File: src/sv/hpm_pkg.sv
// ----------------------------------------------------------------------------
// hpm_pkg
// Shared widths, register codes and pipeline item types of the point mapper.
// ----------------------------------------------------------------------------
`default_nettype none

package hpm_pkg;

    localparam int PIXEL_BITS  = 16;
    localparam int COEF_W      = 32;
    localparam int NUM_REGS    = 8;
    localparam int REG_IDX_W   = $clog2(NUM_REGS);
    localparam int ADDR_W      = $clog2(NUM_REGS * 4);
    localparam int IN_DATA_W   = ((2 * PIXEL_BITS + 7) / 8) * 8;
    localparam int QUOT_W      = 32;
    localparam int OUT_DATA_W  = 2 * QUOT_W;

    // coefficient times zero-extended pixel
    localparam int PROD_W      = COEF_W + PIXEL_BITS + 1;
    // two products plus offset or the constant one
    localparam int SUM_W       = PROD_W + 1;
    localparam int MAG_W       = SUM_W;

    localparam int OFFSET_SHIFT = 4;
    localparam int ONE_SHIFT    = 34;
    localparam int FEED_W       = 2;

    localparam logic signed [SUM_W-1:0] W_ONE = SUM_W'(1) <<< ONE_SHIFT;

    localparam logic [QUOT_W-1:0] POS_LIMIT = {1'b0, {(QUOT_W - 1){1'b1}}};
    localparam logic [QUOT_W-1:0] NEG_LIMIT = {1'b1, {(QUOT_W - 1){1'b0}}};

    typedef enum logic [REG_IDX_W-1:0] {
        REG_COEF_XX = 3'd0,
        REG_COEF_XY = 3'd1,
        REG_COEF_XO = 3'd2,
        REG_COEF_YX = 3'd3,
        REG_COEF_YY = 3'd4,
        REG_COEF_YO = 3'd5,
        REG_PERSP_X = 3'd6,
        REG_PERSP_Y = 3'd7
    } hpm_reg_t;

    localparam logic [COEF_W-1:0] COEF_RESET [NUM_REGS] = '{
        32'd65536, 32'd0, 32'd0, 32'd0, 32'd65536, 32'd0, 32'd0, 32'd0
    };

    // one division lane: partial remainder, numerator bits still to shift in,
    // quotient so far and the flags that decide the final value
    typedef struct packed {
        logic [MAG_W-1:0]  rem;
        logic [FEED_W-1:0] feed;
        logic [QUOT_W-1:0] quo;
        logic              neg;
        logic              sat;
        logic              zero;
    } hpm_lane_t;

    typedef struct packed {
        logic [MAG_W-1:0] den;
        hpm_lane_t        lx;
        hpm_lane_t        ly;
    } hpm_div_t;

endpackage

`default_nettype wire

File: src/sv/hpm_div_step.sv
// ----------------------------------------------------------------------------
// hpm_div_step
// One registered restoring-division step: one quotient bit for each lane.
// ----------------------------------------------------------------------------
`default_nettype none

module hpm_div_step
    import hpm_pkg::*;
(
    input  wire logic     clk,
    input  wire logic     rst_n,
    input  wire logic     en,
    input  wire logic     in_vld,
    input  wire hpm_div_t in_item,
    output logic          out_vld,
    output hpm_div_t      out_item
);

    function automatic hpm_lane_t step_lane(input hpm_lane_t l, input logic [MAG_W-1:0] den);
        logic [MAG_W:0] trial;
        logic           take;
        hpm_lane_t      r;
        trial  = {l.rem, l.feed[FEED_W-1]};
        take   = (trial >= {1'b0, den});
        r      = l;
        r.rem  = take ? MAG_W'(trial - {1'b0, den}) : trial[MAG_W-1:0];
        r.feed = {l.feed[FEED_W-2:0], 1'b0};
        r.quo  = {l.quo[QUOT_W-2:0], take};
        return r;
    endfunction

    logic     vld_reg;
    hpm_div_t item_reg;
    hpm_div_t item_next;

    always_comb
    begin
        item_next     = in_item;
        item_next.lx  = step_lane(in_item.lx, in_item.den);
        item_next.ly  = step_lane(in_item.ly, in_item.den);
    end

    always_ff @(posedge clk or negedge rst_n)
    begin
        if (!rst_n)
        begin
            vld_reg <= 1'b0;
        end
        else if (en)
        begin
            vld_reg <= in_vld;
        end
    end

    always_ff @(posedge clk)
    begin
        if (en)
        begin
            item_reg <= item_next;
        end
    end

    assign out_vld  = vld_reg;
    assign out_item = item_reg;

endmodule

`default_nettype wire

File: config.mk
export PLATFORM = sky130hd
export DESIGN_NAME = hpm_div_step
export DESIGN_NICKNAME = d
export VERILOG_FILES = /design/src/sv/hpm_pkg.sv /design/src/sv/hpm_div_step.sv
export SDC_FILE = /design/constraint.sdc
export NUM_CORES = 1
export LEC_CHECK = 0
export BUFFER_PORTS_ARGS = -buffer_cell sky130_fd_sc_hd__buf_2
export CORE_AREA = 2 2 177 179
export CTS_CLUSTER_DIAMETER = 60
export CTS_CLUSTER_SIZE = 30
export DETAILED_ROUTE_END_ITERATION = 6
export DIE_AREA = 0 0 179 181
export PLACE_DENSITY = 0.74
export SLEW_MARGIN = 10
export SYNTH_ARGS = -nofsm -noshare
export SYNTH_HDL_FRONTEND = slang
export SYNTH_SLANG_ARGS = --single-unit
File: constraint.sdc
create_clock -name clk -period 0.93 [get_ports clk]
set_input_delay 0.093 -clock clk [delete_from_list [all_inputs] [get_ports clk]]
set_output_delay 0.093 -clock clk [all_outputs]
set_load 0.005 [all_outputs]
==> flow_summary.ini, run 1 <==
[global_route]
grt_pass1_wl_mm = 95.83
grt_pass1_vias = 17359
grt.overflow.total = 0
grtUsageTotal_pct = 38.66
antenna_found_initial = 13
grt_max_degree = 28

[critical_path]
crit_chain = buf_2 -> inv_1 -> ha_4 -> nor4_2 -> a21oi_1 -> and2_1 -> a21oi_1 -> o21ai_0 -> xnor2_1 -> o21ai_1
crit_path_start_kind = input port
crit_buf_inv = 2
startpoint = in_item[179]
cp-end-kind = register
cpMaxStageDelayCell = a21oi_1
critical_path_required_ns = 1.24
cp_max_fo = 5
max_stage_delay_ns = 0.84
cpLargestDelayFamily = compound AO/OA/AOI/OAI gates
crit_path_frequent_cell = a21oi_1
crit_type = in2reg
arrival_ns = 3.33
r2r_start = out_vld

[timing]
worst_slew_pin_slew_ns = 1.072
period_needed_ns = 3.024
fin_ws_ns = -2.094
fmax_ghz = 0.3307
rsz0062_at_grt = true
timing.final.crit_share_pct = 325.1
max_slew_margin_pct = 28.51
final_hold_viol_count = 7
slew_viol_final = 0
setup_viol = 325
whs_ns = -0.008442
fin_skew_ns = 0

[final_layout]
n_fill_cell = 1403
final_cell_area_um2 = 26330
mostFrequentLayoutCell = buf_4
layout.nets = 2888
mostFrequentLayoutCells = 480 x buf_4, 432 x buf_2, 222 x edfxtp_1
area_growth_pct = 85.34
drive_above_1_share_pct = 52.76

[synthesis]
seq_area_frac_synth_pct = 47.10
async_flop_share_pct = 0.4484
synth_cells = 1377
synth_enable_flop_cells = 222
synth-warning-count = 0
synth_seq_cells = 223
ys_types = 75
avgSynthCellArea_um2 = 10.32
ys.flop_type = edfxtp_1
mappedNetlistArea_um2 = 14210

[run_status]
violations = DRC, hold timing, setup timing
status = finished, violations left

[power_and_ir_drop]
powerDensity_nw_per_um2 = 1493
peakVddDrop_v = 0.002122
power_leakage_uw = 0.01193

[clock_tree]
cts.path.max_buffers = 3
clk_latency_ns = 0.56
numCtsBuffers = 23
clkTransAtPathRegs_ns = 0.11
cts_tree = done
clock-sinks = 223
cts-root-buf = clkbuf_16
htreeDepth = 1

[detailed_routing]
via_per_inst = 6.111
wl_mm = 77.57
drcViolationCount = 18
ant_nets = 0
drt_iter0_drc = 2072
wl_per_cell_um = 26.05
firstDrtPassIters = 7
vias = 18199

[die]
start_util_pct = 46.81
io_pins = 453
die_y_um = 181
die_x_um = 179
die-area_um2 = 32400
rows = 64
core_um2 = 30350

[place]
hpwl_mm = 43.25
io_buffers = 448
placed_area_um2 = 20620
place_congestion = 0.9272

[worst_hold_path]
min_from = en
hold_path.class = in2reg

[run]
cap_viol_max_count = 0
## sequential cells by signal, indices dropped and copies added (netlist names)
register  flops
out_vld       1
out_item    222
## final timing paths
kind / to / cells past startpoint / slack (ns)
max: out_item[138] / 10 / -2.09
min: out_item[207] / 2 / -0.008
max reg2reg: out_vld / 1 / 0.16
min reg2reg: out_vld / 1 / 0.54
max in group asynchronous: out_vld / 3 / 0.45
min in group asynchronous: out_vld / 3 / 0.38
## per-stage QoR
stage	instances	total power [µW]	utilization [%]	setup slack (ns)	TNS, ns
final	2978	39320	86.76	-2.094	-217.15
after global routing	2976	40330	86.74	-2.141	-225.86
after CTS	2950	36290	82.35	-1.537	-227.13
after detailed placement	2652	24040	67.96	-2.279	-216.51
after global placement	2652	23820	67.96	-2.187	-210.49
after floorplan	1378	18070	-	-2.029	-173.19
## kinds of logic after synthesis
kind of cell / count (synthesis) / synth area share, %
adder cells (fa/ha/maj): 102 / 9.089
flip-flops: 223 / 47.10
AND/OR/NAND/NOR: 388 / 12.89
other: 1 / 0.02640
XOR/XNOR: 77 / 4.747
AO/OA/AOI/OAI: 410 / 18.25
multiplexers: 41 / 3.981
buffers and inverters: 135 / 3.919
## repair_timing
action | in CTS | in global routing
setup buffers | 38 | 29
resized for setup | 194 | 323
hold buffers | 213 | 3
endpoints found under the hold margin | 217 | 3
endpoints found under the setup margin | 325 | 498
cloned | 7 | 6
pin swaps | 37 | 102
## cell type report
| type | instances | area [µm²] | area share, % |
|---|---|---|---|
| Timing Repair Buffer | 1207 | 9129 | 34.67 |
| Tap cell | 396 | 495.5 | 1.882 |
| Clock buffer | 24 | 579.3 | 2.200 |
| Sequential cell | 223 | 6691 | 25.41 |
| Multi-Input combinational cell | 1021 | 8788 | 33.38 |
| Inverter | 82 | 346.6 | 1.316 |
| Antenna cell | 8 | 20.02 | 0.07603 |
| Clock inverter | 17 | 280.3 | 1.064 |
## synthesized netlist by cell type, drive strengths merged, types with 21 or more instances
cell / instances / area share, %
xnor2: 48 / 3.0
nand4: 24 / 1.1
nor2: 82 / 2.2
a21oi: 112 / 3.9
nor3: 23 / 0.81
nand2: 140 / 3.7
ha: 100 / 8.8
edfxtp: 222 / 47
o21ai: 115 / 4.1
inv: 82 / 2.2
xor2: 29 / 1.8
clkbuf: 40 / 1.1
a21o: 51 / 2.7
nand3: 44 / 1.6
mux2: 40 / 3.9
o31ai: 21 / 1.2
## metal layers
metal	vias to the layer above	wire, µm	track usage, %
met1	8560	25620	44.69
met5	-	91	0
met3	581	9112	7.260
met2	1522	35280	65.02
met4	8	7468	25.20
li1	7528	-	-
## report_power, final
group / leakage [µW] / total, µW / internal [µW] / switching (µW)
Sequential: 0.00218 / 13100 / 12500 / 576
Combinational: 0.00934 / 15600 / 7840 / 7790
Clock: 0.000414 / 10600 / 5120 / 5460
(Power assumes the default switching activity.)
==> run 2, diff against run 1 <==
PLACE_DENSITY = default   (was 0.74)
PLACE_DENSITY_LB_ADDON = 0.15   (was default)
==> flow_summary.ini, run 2 (synthesis gave the netlist of run 1 again) <==
[critical_path]
critical_path_required_ns = 1.21
r2r_end = out_vld
crit_path_start_kind = input port
cp-end-kind = register
cp_max_fo = 15
reg2reg_depth = 3
r2r_slack_ns = -0.07
startpoint = in_item[175]
r2r_start = out_vld
critPathCapture = out_item[44]
arrival_ns = 2.86
crit_type = in2reg

[run_status]
status = finished, violations left
violations = setup timing

[timing]
fin_setup_tns_ns = -207.74
period_needed_ns = 2.578
worst_slew_pin_slew_ns = 0.6883
slew_viol_final = 0
setup_viol = 326
max_slew_margin_pct = 53.63
timing.final.crit_share_pct = 277.2
whs_ns = 0.004270
fin_ws_ns = -1.648
rsz0062_at_grt = true
final_hold_viol_count = 0
fmax_ghz = 0.3880
fin_skew_ns = 0

[place]
pre_cts_ws_ns = -2.254
hpwl_mm = 43.17
place_congestion = 1.012
io_buffers = 448

[final_layout]
n_fill_cell = 1570
mostFrequentLayoutCells = 448 x buf_4, 426 x buf_2, 222 x edfxtp_1
drive_above_1_share_pct = 51.26
area_growth_pct = 82.34
layout.nets = 2852
largest_reg_flops = 222
mostFrequentLayoutCell = buf_4

[detailed_routing]
drcViolationCount = 0
top_layer = met5
wl_met3_mm = 6.213
wl_per_cell_um = 23.21
vias = 16840
wl_mm = 68.25
firstDrtPassIters = 6
met2_length_mm = 33.03
wl_met1_mm = 24.45
drt_iter0_drc = 1545
via_per_inst = 5.728
ant_nets = 0

[global_route]
grtUsageTotal_pct = 37.38
grt_pass1_wl_mm = 93.07
grt.overflow.total = 0
grt_max_degree = 32
antenna_found_initial = 6
grt_pass1_vias = 16663

[die]
die-area_um2 = 32400
die_x_um = 179
rows = 64
core_um2 = 30350
die_y_um = 181
io_pins = 453
start_util_pct = 46.81

[clock_tree]
cts.path.max_buffers = 3
clk_latency_ns = 0.57
numCtsBuffers = 23
clock-sinks = 223
cts-root-buf = clkbuf_16
htreeDepth = 1
cts_tree = done
clkTransAtPathRegs_ns = 0.08

[power_and_ir_drop]
peakVddDrop_v = 0.001791
power_leakage_uw = 0.01175
p_total_uw = 38240
powerDensity_nw_per_um2 = 1476

[run]
cap_viol_max_count = 0

[worst_hold_path]
hold_path.class = in2reg
## run 2: cell type report
| cell class | count | area (µm²) | area share [%] |
|---|---|---|---|
| Antenna cell | 6 | 15.01 | 0.05796 |
| Timing Repair Buffer | 1172 | 8869 | 34.24 |
| Clock inverter | 18 | 271.5 | 1.048 |
| Tap cell | 396 | 495.5 | 1.913 |
| Multi-Input combinational cell | 1020 | 8652 | 33.40 |
| Sequential cell | 223 | 6691 | 25.83 |
| Clock buffer | 23 | 575.6 | 2.222 |
| Inverter | 82 | 334.1 | 1.290 |
## run 2: per-layer routing
metal / track usage (%) / vias to the layer above
met5: 0 / -
met4: 17.72 / 2
met3: 6.397 / 305
met2: 64.85 / 1019
met1: 44.62 / 8049
li1: - / 7465
## run 2: worst max-delay path, stage by stage
cell and delay (ns):
buf_8 0.08, clkinvlp_4 0.13, ha_4 0.25, nor2b_4 0.12, o31a_1 0.26, o41a_1 0.37
o211ai_2 0.26, a21o_2 0.21, a21boi_4 0.08, o31ai_4 0.21, and2_4 0.24, inv_8 0.07
buf_12 0.16, mux2_4 0.31
## run 2: metrics by stage
step / utilization (%) / area (µm²) / std cells
after floorplan: - / 14380 / 1378
after global placement: 67.47 / 20480 / 2634
after detailed placement: 67.47 / 20480 / 2634
after CTS: 81.67 / 24790 / 2914
after global routing: 85.33 / 25900 / 2937
final: 85.35 / 25900 / 2940
## run 2: power breakdown
group | internal, µW | switching (µW) | total (µW) | leakage [µW]
combinational | 7560 | 7180 | 14700 | 0.00916
sequential | 12500 | 476 | 13000 | 0.00218
clock | 5100 | 5400 | 10500 | 0.000411
## run 2: worst min path at each step
| stage | end | startpoint | cells past startpoint |
|---|---|---|---|
| floorplan | out_vld | rst_n | 0 |
| detailed placement | out_vld | rst_n | 1 |
| CTS | out_item[81] | in_item[80] | 4 |
| global placement | out_vld | rst_n | 1 |
| global route | out_item[37] | in_item[174] | 3 |
| finish | out_item[37] | in_item[174] | 3 |
## run 2: repair_timing
| action | in CTS | in global routing |
|---|---|---|
| gates resized for setup | 233 | 251 |
| pin swaps | 64 | 102 |
| hold buffers | 212 | 0 |
| endpoints found under the hold margin | 214 | 0 |
| setup endpoints to repair | 325 | 326 |
| gates cloned | 3 | 5 |
| buffers inserted | 26 | 25 |
==> run 3, diff against run 2 <==
CELL_PAD_IN_SITES_DETAIL_PLACEMENT = 1   (was default)
CELL_PAD_IN_SITES_GLOBAL_PLACEMENT = 2   (was default)
CORE_AREA = default   (was 2 2 177 179)
CORE_MARGIN = 1.5   (was default)
CORE_UTILIZATION = 32   (was default)
DIE_AREA = default   (was 0 0 179 181)
==> flow_summary.ini, run 3 (synthesis gave the netlist of run 1 again) <==
[power_and_ir_drop]
seq_power_share_pct = 32.8
peakVddDrop_v = 0.001469
pwr-share-clk_pct = 29.3
p_total_uw = 39510
p_int_uw = 26300
swShare_pct = 33.45
p_sw_uw = 13220
power_leakage_uw = 0.01189
p_comb_share_pct = 37.9
powerDensity_nw_per_um2 = 1494

[final_layout]
mostFrequentLayoutCells = 462 x buf_4, 432 x buf_2, 224 x dlygate4sd3_1
n_fill_cell = 4853
largest_reg_flops = 222
mostFrequentLayoutCell = buf_4
drive_above_1_share_pct = 51.70
final_cells = 3160
area_growth_pct = 86.17
layout.nets = 2871

[clock_tree]
cts.path.max_buffers = 3
clock-sinks = 223
clk_latency_ns = 0.58
clkTransAtPathRegs_ns = 0.08
htreeDepth = 1
cts_tree = done
cts-root-buf = clkbuf_16
numCtsBuffers = 27

[worst_hold_path]
hold_path.class = in2reg
worstHoldEndpoint = out_item[6]
min_from = en
hold_path_depth = 2

[global_route]
use_met2_pct = 53.95
antenna_found_initial = 7
grtUsageTotal_pct = 30.12
grt_pass1_vias = 17249
grt_pass1_wl_mm = 103.4
grt_max_degree = 38
grtUsageMet1_pct = 36.16
grt.overflow.total = 0
grt_busiest_layer = met2
grtUsageMet3_pct = 4.247

[detailed_routing]
wl_mm = 71.75
drt_iter0_drc = 785
vias = 16042
via_per_inst = 5.077
ant_nets = 0
firstDrtPassIters = 5
wl_per_cell_um = 22.71
drcViolationCount = 0

[critical_path]
cpLargestDelayFamily = compound AO/OA/AOI/OAI gates
r2r_slack_ns = 0.17
cp_num_cells = 14
max_stage_delay_ns = 0.36
crit_buf_inv = 4
arrival_ns = 2.79
cp-end-kind = register
cp_max_fo = 12
crit_path_start_kind = input port
r2r_start = out_vld
reg2reg_depth = 1
critical_path_required_ns = 1.25
crit_chain = buf_2 -> inv_1 -> ha_2 -> o21a_1 -> o31a_1 -> o41a_1 -> o211ai_2 -> a21o_2 -> a21boi_4 -> o31ai_4 -> and2_4 -> inv_8 -> buf_12 -> mux2_4
r2r_end = out_vld
crit_type = in2reg
cpMaxStageDelayCell = o41a_1

[place]
io_buffers = 448
place_congestion = 0.8888
hpwl_mm = 50.22
dp_cells = 2843

[timing]
fin_ws_ns = -1.542
slew_viol_final = 0
timing.final.crit_share_pct = 265.8
fin_skew_ns = 0
fin_setup_tns_ns = -202.68
fmax_ghz = 0.4046
max_slew_margin_pct = 65.62
setup_viol = 326
period_needed_ns = 2.472
worst_slew_pin_slew_ns = 0.5103
rsz0062_at_grt = true
final_hold_viol_count = 0

[run_status]
violations = setup timing
status = finished, violations left

[die]
io_pins = 453
start_util_pct = 32.27
die_x_um = 213.7
die_y_um = 213.7
die-area_um2 = 45670
core_um2 = 44030
rows = 77

[run]
cap_viol_max_count = 0
## run 3: cell types whose count changed in the layout (fill, tap and decap cells not counted), moves of 5 or more
cell           before  now
a31oi_2             0    5
inv_2              21   15
dlygate4sd3_1     212  224
o21ai_0            44   38
nand2_1           108   91
buf_2             426  432
buf_8               6   11
buf_6              54   32
inv_8               1    6
buf_4             448  462
nand2_4            15   30
## run 3: worst max path at each step
| stage | start | end | slack [ns] |
|---|---|---|---|
| 5_1_grt | in_item[175] | out_item[56] | -1.61 |
| 2_1_floorplan | in_item[175] | out_item[73] | -2.03 |
| 4_1_cts | in_item[175] | out_item[38] | -1.45 |
| 3_3_place_gp | in_item[123] | out_item[172] | -2.52 |
| 3_5_place_dp | in_item[123] | out_item[172] | -2.47 |
| 6_report | in_item[177] | out_item[76] | -1.54 |
## run 3: area by class of cell
type | count | area, µm² | share of cell area (%)
Multi-Input combinational cell | 1020 | 8727 | 33.00
Sequential cell | 223 | 6691 | 25.30
Clock buffer | 28 | 679.4 | 2.569
Inverter | 82 | 349.1 | 1.320
Timing Repair Buffer | 1187 | 8956 | 33.86
Clock inverter | 21 | 286.5 | 1.083
Tap cell | 592 | 740.7 | 2.801
Antenna cell | 7 | 17.52 | 0.06623
## run 3: stage by stage
step	utilization, %	instance area, µm²	hold slack (ns)	setup WS [ns]
2_1_floorplan	-	14380	-0.2026	-2.029
3_3_place_gp	47.20	20780	-0.1314	-2.524
3_5_place_dp	47.20	20780	-0.1291	-2.470
4_1_cts	58.40	25710	0.002841	-1.451
5_1_grt	60.06	26450	0.01974	-1.608
6_report	60.07	26450	0.04276	-1.542
## run 3: timing repair
item                                    in CTS  in global routing
gates resized for setup                    347                155
endpoints found under the hold margin      226                  6
pin swaps                                  102                 66
cloned                                       8                  0
hold buffers                               222                  3
setup buffers                               25                 22
endpoints found under the setup margin     325                333
## run 3: power groups by stage
stage	registers [µW]	clock network [µW]	logic [µW]
finish	13000	11600	15000
global placement	13100	0	11000
floorplan	13200	0	4850
CTS	12900	11600	14000
detailed placement	13100	0	11300
global route	13100	12000	16000
## run 3: per-layer routing
metal | vias up | share of wire (%)
met5 | - | 0
met4 | 0 | 3.6
met3 | 122 | 4.3
met2 | 458 | 51
met1 | 7971 | 41
li1 | 7491 | -
